<file path="config.mk">
export PLATFORM = sky130hd
export DESIGN_NAME = static_linked_list_engine_flat
export DESIGN_NICKNAME = d
export VERILOG_FILES = /design/src/sv/sll_pkg.sv /design/src/sv/sll_in_if.sv /design/src/sv/sll_out_if.sv /design/src/sv/sll_ram.sv /design/src/sv/sll_ctrl.sv /design/src/sv/static_linked_list_engine.sv /design/src/flat_wrapper.sv
export SDC_FILE = /design/constraint.sdc
export NUM_CORES = 1
export LEC_CHECK = 0
export ABC_AREA = 1
export BUFFER_PORTS_ARGS = -buffer_cell sky130_fd_sc_hd__clkbuf_2
export CAP_MARGIN = 20
export CORE_MARGIN = 10
export CORE_UTILIZATION = 57
export CTS_BUF_LIST = sky130_fd_sc_hd__clkbuf_16
export DETAILED_ROUTE_END_ITERATION = 10
export PLACE_DENSITY = 0.82
export REMOVE_ABC_BUFFERS = 1
export SETUP_SLACK_MARGIN = 0.15
export SLEW_MARGIN = 0
export SYNTH_ARGS = -nofsm -noshare
export SYNTH_HDL_FRONTEND = slang
export SYNTH_HIERARCHICAL = 1
export SYNTH_SLANG_ARGS = --single-unit
</file>
<file path="constraint.sdc">
create_clock -name clk -period 3.6 [get_ports clk]
set_input_delay 0.9 -clock clk [delete_from_list [all_inputs] [get_ports clk]]
set_output_delay 0.9 -clock clk [all_outputs]
set_load 0.02 [all_outputs]
</file>
<file path="src/sv/sll_pkg.sv">
`timescale 1ns / 1ps
// ----------------------------------------------------------------------------
// sll_pkg
// Shared widths, operation and status codes, and controller states for the
// static linked list engine.
// ----------------------------------------------------------------------------
package sll_pkg;

  localparam int NODES_DEF = 16;

  localparam int OP_W   = 2;
  localparam int POS_W  = 5;
  localparam int VAL_W  = 8;
  localparam int STAT_W = 2;
  localparam int SLOT_W = 4;
  localparam int LEN_W  = 5;

  typedef enum logic [OP_W-1:0] {
    OP_INSERT  = 2'd0,
    OP_DELETE  = 2'd1,
    OP_FIND    = 2'd2,
    OP_REPLACE = 2'd3
  } op_t;

  typedef enum logic [STAT_W-1:0] {
    ST_OK        = 2'd0,
    ST_NOT_FOUND = 2'd1,
    ST_FULL      = 2'd2,
    ST_RANGE     = 2'd3
  } status_t;

  typedef enum logic [3:0] {
    S_CLEAR,
    S_IDLE,
    S_INS_FH,
    S_INS_NF,
    S_INS_WALK,
    S_INS_W1,
    S_INS_W2,
    S_SRCH_LINK,
    S_SRCH_CMP,
    S_DEL_FH,
    S_DEL_W,
    S_RESP
  } state_t;

endpackage

</file>
<file path="src/sv/sll_in_if.sv">
`timescale 1ns / 1ps
// ----------------------------------------------------------------------------
// sll_in_if
// Request channel: valid/ready handshake carrying one list operation.
// ----------------------------------------------------------------------------
interface sll_in_if import sll_pkg::*; ();
  logic             valid;
  logic             ready;
  logic [OP_W-1:0]  op;
  logic [POS_W-1:0] position;
  logic [VAL_W-1:0] value;
  logic [VAL_W-1:0] new_value;

  modport source (output valid, op, position, value, new_value, input ready);
  modport sink   (input valid, op, position, value, new_value, output ready);
endinterface

</file>
<file path="src/sv/sll_out_if.sv">
`timescale 1ns / 1ps
// ----------------------------------------------------------------------------
// sll_out_if
// Result channel: valid/ready handshake carrying status and slot.
// ----------------------------------------------------------------------------
interface sll_out_if import sll_pkg::*; ();
  logic              valid;
  logic              ready;
  logic [STAT_W-1:0] status;
  logic [SLOT_W-1:0] slot;

  modport source (output valid, status, slot, input ready);
  modport sink   (input valid, status, slot, output ready);
endinterface

</file>
<file path="src/sv/sll_ram.sv">
`timescale 1ns / 1ps
// ----------------------------------------------------------------------------
// sll_ram
// Generic single-write, single-read RAM with registered read data.
// ----------------------------------------------------------------------------
module sll_ram #(
  parameter int WIDTH = 8,
  parameter int DEPTH = 16
) (
  input  logic                     clk,
  input  logic                     we,
  input  logic [$clog2(DEPTH)-1:0] waddr,
  input  logic [WIDTH-1:0]         wdata,
  input  logic [$clog2(DEPTH)-1:0] raddr,
  output logic [WIDTH-1:0]         rdata
);

  logic [WIDTH-1:0] mem [DEPTH];

  always_ff @(posedge clk) begin
    if (we) begin
      mem[waddr] <= wdata;
    end
    rdata <= mem[raddr];
  end

endmodule

</file>
<file path="src/sv/sll_ctrl.sv">
`timescale 1ns / 1ps
// ----------------------------------------------------------------------------
// sll_ctrl
// Sequencer for the list engine: link chasing, search, node splice and
// free-list bookkeeping over the link and value memories.
// ----------------------------------------------------------------------------
module sll_ctrl import sll_pkg::*; #(
  parameter int NODES = NODES_DEF
) (
  input  logic                     clk,
  input  logic                     rst_n,
  sll_in_if.sink                   in_ch,
  sll_out_if.source                out_ch,
  output logic [$clog2(NODES)-1:0] mem_raddr,
  output logic                     link_we,
  output logic [$clog2(NODES)-1:0] link_waddr,
  output logic [$clog2(NODES)-1:0] link_wdata,
  input  logic [$clog2(NODES)-1:0] link_rdata,
  output logic                     value_we,
  output logic [$clog2(NODES)-1:0] value_waddr,
  output logic [VAL_W-1:0]         value_wdata,
  input  logic [VAL_W-1:0]         value_rdata
);

  localparam int LW = $clog2(NODES);
  localparam logic [LW-1:0] FREE_ANCHOR = '0;
  localparam logic [LW-1:0] HEAD        = LW'(1);
  localparam logic [LW-1:0] LAST        = LW'(NODES - 1);
  localparam logic [LW-1:0] FIRST_FREE  = (NODES > 2) ? LW'(2) : '0;

  state_t            state_r, state_nxt;
  logic [LW-1:0]     clr_r, clr_nxt;
  logic [LEN_W-1:0]  len_r, len_nxt;
  logic              out_valid_r, out_valid_nxt;
  op_t               op_r, op_nxt;
  logic [POS_W-1:0]  pos_r, pos_nxt;
  logic [VAL_W-1:0]  val_r, val_nxt;
  logic [VAL_W-1:0]  nval_r, nval_nxt;
  logic [LW-1:0]     p_r, p_nxt;
  logic [LW-1:0]     c_r, c_nxt;
  logic [LW-1:0]     s_r, s_nxt;
  logic [LW-1:0]     t_r, t_nxt;
  logic [POS_W-1:0]  n_r, n_nxt;
  status_t           res_status_r, res_status_nxt;
  logic [LW-1:0]     res_slot_r, res_slot_nxt;
  status_t           out_status_r, out_status_nxt;
  logic [SLOT_W-1:0] out_slot_r, out_slot_nxt;
  logic [LW-1:0]     clr_data;
  logic [POS_W-1:0]  n_inc;

  assign in_ch.ready   = (state_r == S_IDLE);
  assign out_ch.valid  = out_valid_r;
  assign out_ch.status = out_status_r;
  assign out_ch.slot   = out_slot_r;
  assign n_inc         = n_r + POS_W'(1);

  // reset image of the link store
  always_comb begin
    if (clr_r == FREE_ANCHOR) begin
      clr_data = FIRST_FREE;
    end else if (clr_r == HEAD || clr_r == LAST) begin
      clr_data = '0;
    end else begin
      clr_data = clr_r + LW'(1);
    end
  end

  always_comb begin
    state_nxt      = state_r;
    clr_nxt        = clr_r;
    len_nxt        = len_r;
    op_nxt         = op_r;
    pos_nxt        = pos_r;
    val_nxt        = val_r;
    nval_nxt       = nval_r;
    p_nxt          = p_r;
    c_nxt          = c_r;
    s_nxt          = s_r;
    t_nxt          = t_r;
    n_nxt          = n_r;
    res_status_nxt = res_status_r;
    res_slot_nxt   = res_slot_r;
    out_status_nxt = out_status_r;
    out_slot_nxt   = out_slot_r;
    out_valid_nxt  = out_valid_r && !out_ch.ready;
    mem_raddr      = '0;
    link_we        = 1'b0;
    link_waddr     = '0;
    link_wdata     = '0;
    value_we       = 1'b0;
    value_waddr    = '0;
    value_wdata    = val_r;

    unique case (state_r)
      S_CLEAR: begin
        link_we    = 1'b1;
        link_waddr = clr_r;
        link_wdata = clr_data;
        clr_nxt    = clr_r + LW'(1);
        if (clr_r == LAST) begin
          state_nxt = S_IDLE;
        end
      end
      S_IDLE: begin
        if (in_ch.valid) begin
          op_nxt       = op_t'(in_ch.op);
          pos_nxt      = in_ch.position;
          val_nxt      = in_ch.value;
          nval_nxt     = in_ch.new_value;
          p_nxt        = HEAD;
          n_nxt        = '0;
          res_slot_nxt = '0;
          if (in_ch.op == OP_INSERT) begin
            if (in_ch.position == '0 ||
                {1'b0, in_ch.position} > ({1'b0, len_r} + (LEN_W + 1)'(1))) begin
              res_status_nxt = ST_RANGE;
              state_nxt      = S_RESP;
            end else begin
              mem_raddr = FREE_ANCHOR;
              state_nxt = S_INS_FH;
            end
          end else begin
            mem_raddr = HEAD;
            state_nxt = S_SRCH_LINK;
          end
        end
      end
      S_INS_FH: begin
        if (link_rdata == '0) begin
          res_status_nxt = ST_FULL;
          state_nxt      = S_RESP;
        end else begin
          s_nxt     = link_rdata;
          mem_raddr = link_rdata;
          state_nxt = S_INS_NF;
        end
      end
      S_INS_NF: begin
        t_nxt     = link_rdata;
        n_nxt     = pos_r - POS_W'(1);
        mem_raddr = HEAD;
        state_nxt = S_INS_WALK;
      end
      S_INS_WALK: begin
        if (n_r == '0) begin
          c_nxt      = link_rdata;
          link_we    = 1'b1;
          link_waddr = FREE_ANCHOR;
          link_wdata = t_r;
          state_nxt  = S_INS_W1;
        end else begin
          p_nxt     = link_rdata;
          n_nxt     = n_r - POS_W'(1);
          mem_raddr = link_rdata;
        end
      end
      S_INS_W1: begin
        link_we     = 1'b1;
        link_waddr  = s_r;
        link_wdata  = c_r;
        value_we    = 1'b1;
        value_waddr = s_r;
        value_wdata = val_r;
        state_nxt   = S_INS_W2;
      end
      S_INS_W2: begin
        link_we        = 1'b1;
        link_waddr     = p_r;
        link_wdata     = s_r;
        len_nxt        = len_r + LEN_W'(1);
        res_status_nxt = ST_OK;
        res_slot_nxt   = s_r;
        state_nxt      = S_RESP;
      end
      S_SRCH_LINK: begin
        c_nxt = link_rdata;
        if (n_r < len_r && link_rdata != '0) begin
          mem_raddr = link_rdata;
          state_nxt = S_SRCH_CMP;
        end else begin
          res_status_nxt = ST_NOT_FOUND;
          state_nxt      = S_RESP;
        end
      end
      S_SRCH_CMP: begin
        if (value_rdata == val_r) begin
          res_status_nxt = ST_OK;
          res_slot_nxt   = c_r;
          state_nxt      = S_RESP;
          case (op_r)
            OP_DELETE: begin
              link_we    = 1'b1;
              link_waddr = p_r;
              link_wdata = link_rdata;
              mem_raddr  = FREE_ANCHOR;
              state_nxt  = S_DEL_FH;
            end
            OP_REPLACE: begin
              value_we    = 1'b1;
              value_waddr = c_r;
              value_wdata = nval_r;
            end
            default: begin
            end
          endcase
        end else begin
          p_nxt = c_r;
          c_nxt = link_rdata;
          n_nxt = n_inc;
          if (n_inc < len_r && link_rdata != '0) begin
            mem_raddr = link_rdata;
          end else begin
            res_status_nxt = ST_NOT_FOUND;
            state_nxt      = S_RESP;
          end
        end
      end
      S_DEL_FH: begin
        link_we    = 1'b1;
        link_waddr = c_r;
        link_wdata = link_rdata;
        state_nxt  = S_DEL_W;
      end
      S_DEL_W: begin
        link_we    = 1'b1;
        link_waddr = FREE_ANCHOR;
        link_wdata = c_r;
        if (len_r != '0) begin
          len_nxt = len_r - LEN_W'(1);
        end
        state_nxt = S_RESP;
      end
      S_RESP: begin
        if (!out_valid_r || out_ch.ready) begin
          out_valid_nxt  = 1'b1;
          out_status_nxt = res_status_r;
          out_slot_nxt   = SLOT_W'(res_slot_r);
          state_nxt      = S_IDLE;
        end
      end
      default: begin
        state_nxt = S_IDLE;
      end
    endcase
  end

  always_ff @(posedge clk) begin
    if (!rst_n) begin
      state_r     <= S_CLEAR;
      clr_r       <= '0;
      len_r       <= '0;
      out_valid_r <= 1'b0;
    end else begin
      state_r     <= state_nxt;
      clr_r       <= clr_nxt;
      len_r       <= len_nxt;
      out_valid_r <= out_valid_nxt;
    end
  end

  always_ff @(posedge clk) begin
    op_r         <= op_nxt;
    pos_r        <= pos_nxt;
    val_r        <= val_nxt;
    nval_r       <= nval_nxt;
    p_r          <= p_nxt;
    c_r          <= c_nxt;
    s_r          <= s_nxt;
    t_r          <= t_nxt;
    n_r          <= n_nxt;
    res_status_r <= res_status_nxt;
    res_slot_r   <= res_slot_nxt;
    out_status_r <= out_status_nxt;
    out_slot_r   <= out_slot_nxt;
  end

endmodule

</file>
<file path="src/sv/static_linked_list_engine.sv">
`timescale 1ns / 1ps
// ----------------------------------------------------------------------------
// static_linked_list_engine
// Cursor-linked byte list in a fixed node store with a free list.
//
// in_ch takes one request per transaction (insert at position, delete,
// find or replace by value); out_ch returns one status/slot transaction
// per request, in order. Both are valid/ready channels.
// Requests are handled one at a time. From accept to result valid:
//   insert:  walk of the link memory to the splice point
//   find/replace: walk to the match, or over the whole list when absent
//            (one node read per cycle)
//   delete:  as find, then two more link writes to return the node
// The engine returns to idle before the next accept;
// the single read port of the link memory sets the walk rate. A range error
// returns without a walk, as does a full store.
// After reset the link memory is initialized one entry per cycle, with
// in_ch.ready low. A stalled result sits in the output register;
// the next request is still accepted and runs until its own result is ready.
// ----------------------------------------------------------------------------
module static_linked_list_engine import sll_pkg::*; #(
  parameter int NODES = NODES_DEF
) (
  input  logic      clk,
  input  logic      rst_n,
  sll_in_if.sink    in_ch,
  sll_out_if.source out_ch
);

  localparam int LW = $clog2(NODES);

  logic [LW-1:0]    mem_raddr;
  logic             link_we;
  logic [LW-1:0]    link_waddr;
  logic [LW-1:0]    link_wdata;
  logic [LW-1:0]    link_rdata;
  logic             value_we;
  logic [LW-1:0]    value_waddr;
  logic [VAL_W-1:0] value_wdata;
  logic [VAL_W-1:0] value_rdata;

  sll_ctrl #(
    .NODES (NODES)
  ) u_ctrl (
    .clk         (clk),
    .rst_n       (rst_n),
    .in_ch       (in_ch),
    .out_ch      (out_ch),
    .mem_raddr   (mem_raddr),
    .link_we     (link_we),
    .link_waddr  (link_waddr),
    .link_wdata  (link_wdata),
    .link_rdata  (link_rdata),
    .value_we    (value_we),
    .value_waddr (value_waddr),
    .value_wdata (value_wdata),
    .value_rdata (value_rdata)
  );

  sll_ram #(
    .WIDTH (LW),
    .DEPTH (NODES)
  ) u_link_ram (
    .clk   (clk),
    .we    (link_we),
    .waddr (link_waddr),
    .wdata (link_wdata),
    .raddr (mem_raddr),
    .rdata (link_rdata)
  );

  sll_ram #(
    .WIDTH (VAL_W),
    .DEPTH (NODES)
  ) u_value_ram (
    .clk   (clk),
    .we    (value_we),
    .waddr (value_waddr),
    .wdata (value_wdata),
    .raddr (mem_raddr),
    .rdata (value_rdata)
  );

endmodule
</file>
<file path="src/flat_wrapper.sv">
// flat-port wrapper written by rule: the top's interface ports become plain ports
module static_linked_list_engine_flat import sll_pkg::*;
#(
  parameter int NODES = NODES_DEF
)
  (clk, rst_n, in_ch_valid, in_ch_op, in_ch_position, in_ch_value, in_ch_new_value, in_ch_ready, out_ch_valid, out_ch_status, out_ch_slot, out_ch_ready);
  sll_in_if in_ch_i ();
  sll_out_if out_ch_i ();
  input  logic clk;
  input  logic rst_n;
  input wire logic [$bits(in_ch_i.valid)-1:0] in_ch_valid;
  input wire logic [$bits(in_ch_i.op)-1:0] in_ch_op;
  input wire logic [$bits(in_ch_i.position)-1:0] in_ch_position;
  input wire logic [$bits(in_ch_i.value)-1:0] in_ch_value;
  input wire logic [$bits(in_ch_i.new_value)-1:0] in_ch_new_value;
  output wire logic [$bits(in_ch_i.ready)-1:0] in_ch_ready;
  output wire logic [$bits(out_ch_i.valid)-1:0] out_ch_valid;
  output wire logic [$bits(out_ch_i.status)-1:0] out_ch_status;
  output wire logic [$bits(out_ch_i.slot)-1:0] out_ch_slot;
  input wire logic [$bits(out_ch_i.ready)-1:0] out_ch_ready;
  assign in_ch_i.valid = in_ch_valid;
  assign in_ch_i.op = in_ch_op;
  assign in_ch_i.position = in_ch_position;
  assign in_ch_i.value = in_ch_value;
  assign in_ch_i.new_value = in_ch_new_value;
  assign in_ch_ready = in_ch_i.ready;
  assign out_ch_valid = out_ch_i.valid;
  assign out_ch_status = out_ch_i.status;
  assign out_ch_slot = out_ch_i.slot;
  assign out_ch_i.ready = out_ch_ready;
  static_linked_list_engine #(.NODES(NODES)) u_core (.clk(clk), .rst_n(rst_n), .in_ch(in_ch_i), .out_ch(out_ch_i));
endmodule
</file>
==> results.ini <==
[clock_network]
htreeDepth=1
numCtsBuffers=28
cts_tree=done
clockRootBuffer=clkbuf_16
clkSinkCount=274
clock_path_buffers=3
clk_latency_ns=0.54
cts_hold_buf=0
clkTransAtPathRegs_ns=0.06

[synth]
syn-instance-count=1342
syn_area_per_cell_um2=9.61
yosys_warnings=6
ys.flop_type=edfxtp_1
async_reset_ff_frac=0
synthDistinctLibCells=42
synth_seq_area_share=0.618
yosys_register_bits=274
synth-edff-count=248
synth_area_mm2=0.0129

[placement]
hpwl_mm=20.7
io_buffers=34
gp_congestion=0.982
detailed_place.area_mm2=0.0133

[run]
maxCapViolCount=0

[sta]
slew_headroom=0.445
fin_crit_sh=0.888
skew_ns=0.0191
tightest_slew_ns=0.833
finalHoldViolations=0
max_freq_ghz=0.313
setup_violations=0
rsz0062_at_grt=false
drv_slew=0
period_minus_slack_ns=3.20

[worst_setup_path]
critPathSlowestCell=nor2_1
arrival_ns=3.36
end_kind=register
crit_fanout=13
start_kind=register
critPathMaxStageDelay_ns=0.64
critPathKind=register to register
required_ns=3.76
cp_cell_sequence=inv_1, nand2_1, nand4_1, nor2_1, nand2_1, nor2_2, nand2_1, nand2_1, nand3_1, nor2_1
rrSetupSlack_ns=0.40
worst_path_most_repeated_cell=nand2_1

[die]
die_area_mm2=0.0290
coreArea_mm2=0.0220
io_pins=35
die_y_um=170
die_w_um=170
start_util=0.585
rows=54

[finish]
num_antenna_cells=0
final_nets=1447
fin_util=0.653
nFillCells=1702
area_growth_pct=11.4
final_area_mm2=0.0144
drive_gt1_frac=0.100

[global_routing]
track_usage=0.210
grt_pass1_wl_mm=48.5
grt-ovfl-total=0
antenna_found_initial=0
grt_start_max_net_pins=85
grt_pass1_vias=9058

[power_and_ir_drop]
power_switching_uw=1750
power.density_mw_per_mm2=507
swShare=0.240
ir_worst_vdd_v=0.000445
clkPwrFrac=0.396
power_frac_comb=0.086
power_frac_seq=0.518
leakagePower_uw=0.00619
intPower_uw=5540

[drt]
initialDrtViolationCount=1082
first_pass_iters=6
vias_per_cell=5.60
post_drt_wl_per_cell_um=18.5
vias=9504
wl_mm=31.3
ant_nets=0
drc=0

[min_path]
hold_path.class=register to register

[run_status]
status=finished clean

cell families after synthesis:
family,count (synthesis),share of synthesized area
AOI/OAI and AO/OA,80,0.0354
adders and majority gates,25,0.0248
and+or+nand+nor,673,0.221
buffers and inverters,277,0.0922
DFF,274,0.618
xor gates and xnor gates,13,0.00883
flip-flops by register name, indices dropped and copies added (netlist names), 5 cells and up:
| name | cells |
|---|---|
| u_core/u_ctrl/pos_r | 5 |
| u_core/u_value_ram/mem | 128 |
| u_core/u_ctrl/len_r | 5 |
| u_core/u_link_ram/mem | 64 |
| u_core/u_ctrl/n_r | 5 |
| u_core/u_ctrl/val_r | 8 |
| u_core/u_value_ram/rdata | 8 |
| u_core/u_ctrl/nval_r | 8 |
through the flow:
| stage | worst slack, ns | total power (uW) | hold WS (ns) | setup TNS [ns] | instances |
|---|---|---|---|---|---|
| finish | 0.402 | 7290 | 0.425 | 0 | 1697 |
| global route | 0.153 | 7550 | 0.426 | 0 | 1697 |
| CTS | 0.197 | 7300 | 0.419 | 0 | 1692 |
| detailed placement | 0.191 | 4450 | 0.405 | 0 | 1640 |
| global placement | 0.362 | 4430 | 0.404 | 0 | 1640 |
| floorplan | -1.69 | 4210 | 0.400 | -17.60 | 1304 |
final cells by class:
class	count	area, um^2	area share
multi-input cells	791	3780	0.263
inverters	239	910	0.0633
repair buffers	61	444	0.0309
clock buffers	29	726	0.0505
flip-flops and latches	274	7970	0.554
clock inverters	23	198	0.0138
well taps	280	350	0.0244
routing by layer:
| layer | track usage | wire length [um] |
|---|---|---|
| met4 | 0.0656 | 896 |
| met2 | 0.353 | 15300 |
| met3 | 0.0419 | 2760 |
| met5 | 0 | 0 |
| met1 | 0.268 | 12400 |
power groups by stage:
stage / Clock [uW] / Combinational (uW) / Sequential, uW
floorplan: 0 / 411 / 3800
global placement: 0 / 588 / 3840
detailed placement: 0 / 603 / 3850
CTS: 2910 / 607 / 3780
global route: 3060 / 698 / 3790
finish: 2890 / 623 / 3780
path summary, 6_finish.rpt:
| kind | start | to | cells past startpoint |
|---|---|---|---|
| setup reg to reg | u_core/u_value_ram/rdata[6] | u_core/u_value_ram/mem[13][0] | 10 |
| setup / recovery | u_core/u_value_ram/rdata[6] | u_core/u_value_ram/mem[13][0] | 10 |
| hold reg to reg | u_core/u_ctrl/res_status_r[1] | u_core/u_ctrl/out_ch.status[1] | 0 |
| hold / removal | u_core/u_ctrl/res_status_r[1] | u_core/u_ctrl/out_ch.status[1] | 0 |
worst max-delay path: cells and delay by family (launching register included):
family / cells / cell delay, ns
buffers and inverters: 1 / 0.08
and+or+nand+nor: 9 / 2.28
DFF: 1 / 0.46
synthesized netlist by cell type (2+ instances only):
cell / instances / area share
nor3_1: 5 / 0.0019
a21oi_1: 28 / 0.011
nand4_1: 6 / 0.0029
o21ai_0: 27 / 0.010
o21ai_1: 5 / 0.0019
nand2_1: 385 / 0.11
edfxtp_1: 248 / 0.58
inv_2: 11 / 0.0032
a221oi_1: 4 / 0.0027
nor2_2: 5 / 0.0024
nor2_1: 84 / 0.024
o211ai_1: 2 / 0.0012
dfxtp_1: 26 / 0.040
xor2_1: 5 / 0.0034
nor2_4: 3 / 0.0026
buf_2: 17 / 0.0066
ha_1: 24 / 0.023
nand2_2: 2 / 0.00097
buf_6: 12 / 0.010
nand3_1: 174 / 0.068
inv_1: 225 / 0.065
buf_4: 8 / 0.0047
nand3b_1: 5 / 0.0029
xnor2_1: 8 / 0.0054
o22ai_1: 4 / 0.0019
a211oi_1: 2 / 0.0012
a31o_2: 2 / 0.0014
repair_timing:
item / in CTS / in global routing
hold endpoints to repair: 0 / 0
endpoints found under the setup margin: 0 / 12
buffers inserted: 0 / 3
gates resized for setup: 0 / 9
cell usage in the layout (no fill, tap or decap), types with 6 or more instances in the layout:
cell / instances
nor2_2: 7
o21ai_0: 27
nor2_1: 81
buf_4: 22
nand4_1: 6
edfxtp_1: 248
nand2_1: 384
clkbuf_16: 31
xnor2_1: 8
clkinv_1: 6
clkbuf_2: 34
inv_1: 228
nand3_1: 172
inv_2: 9
clkinv_2: 6
a21oi_1: 28
dfxtp_1: 26
ha_1: 24
Power figures use the tool's default switching activity.
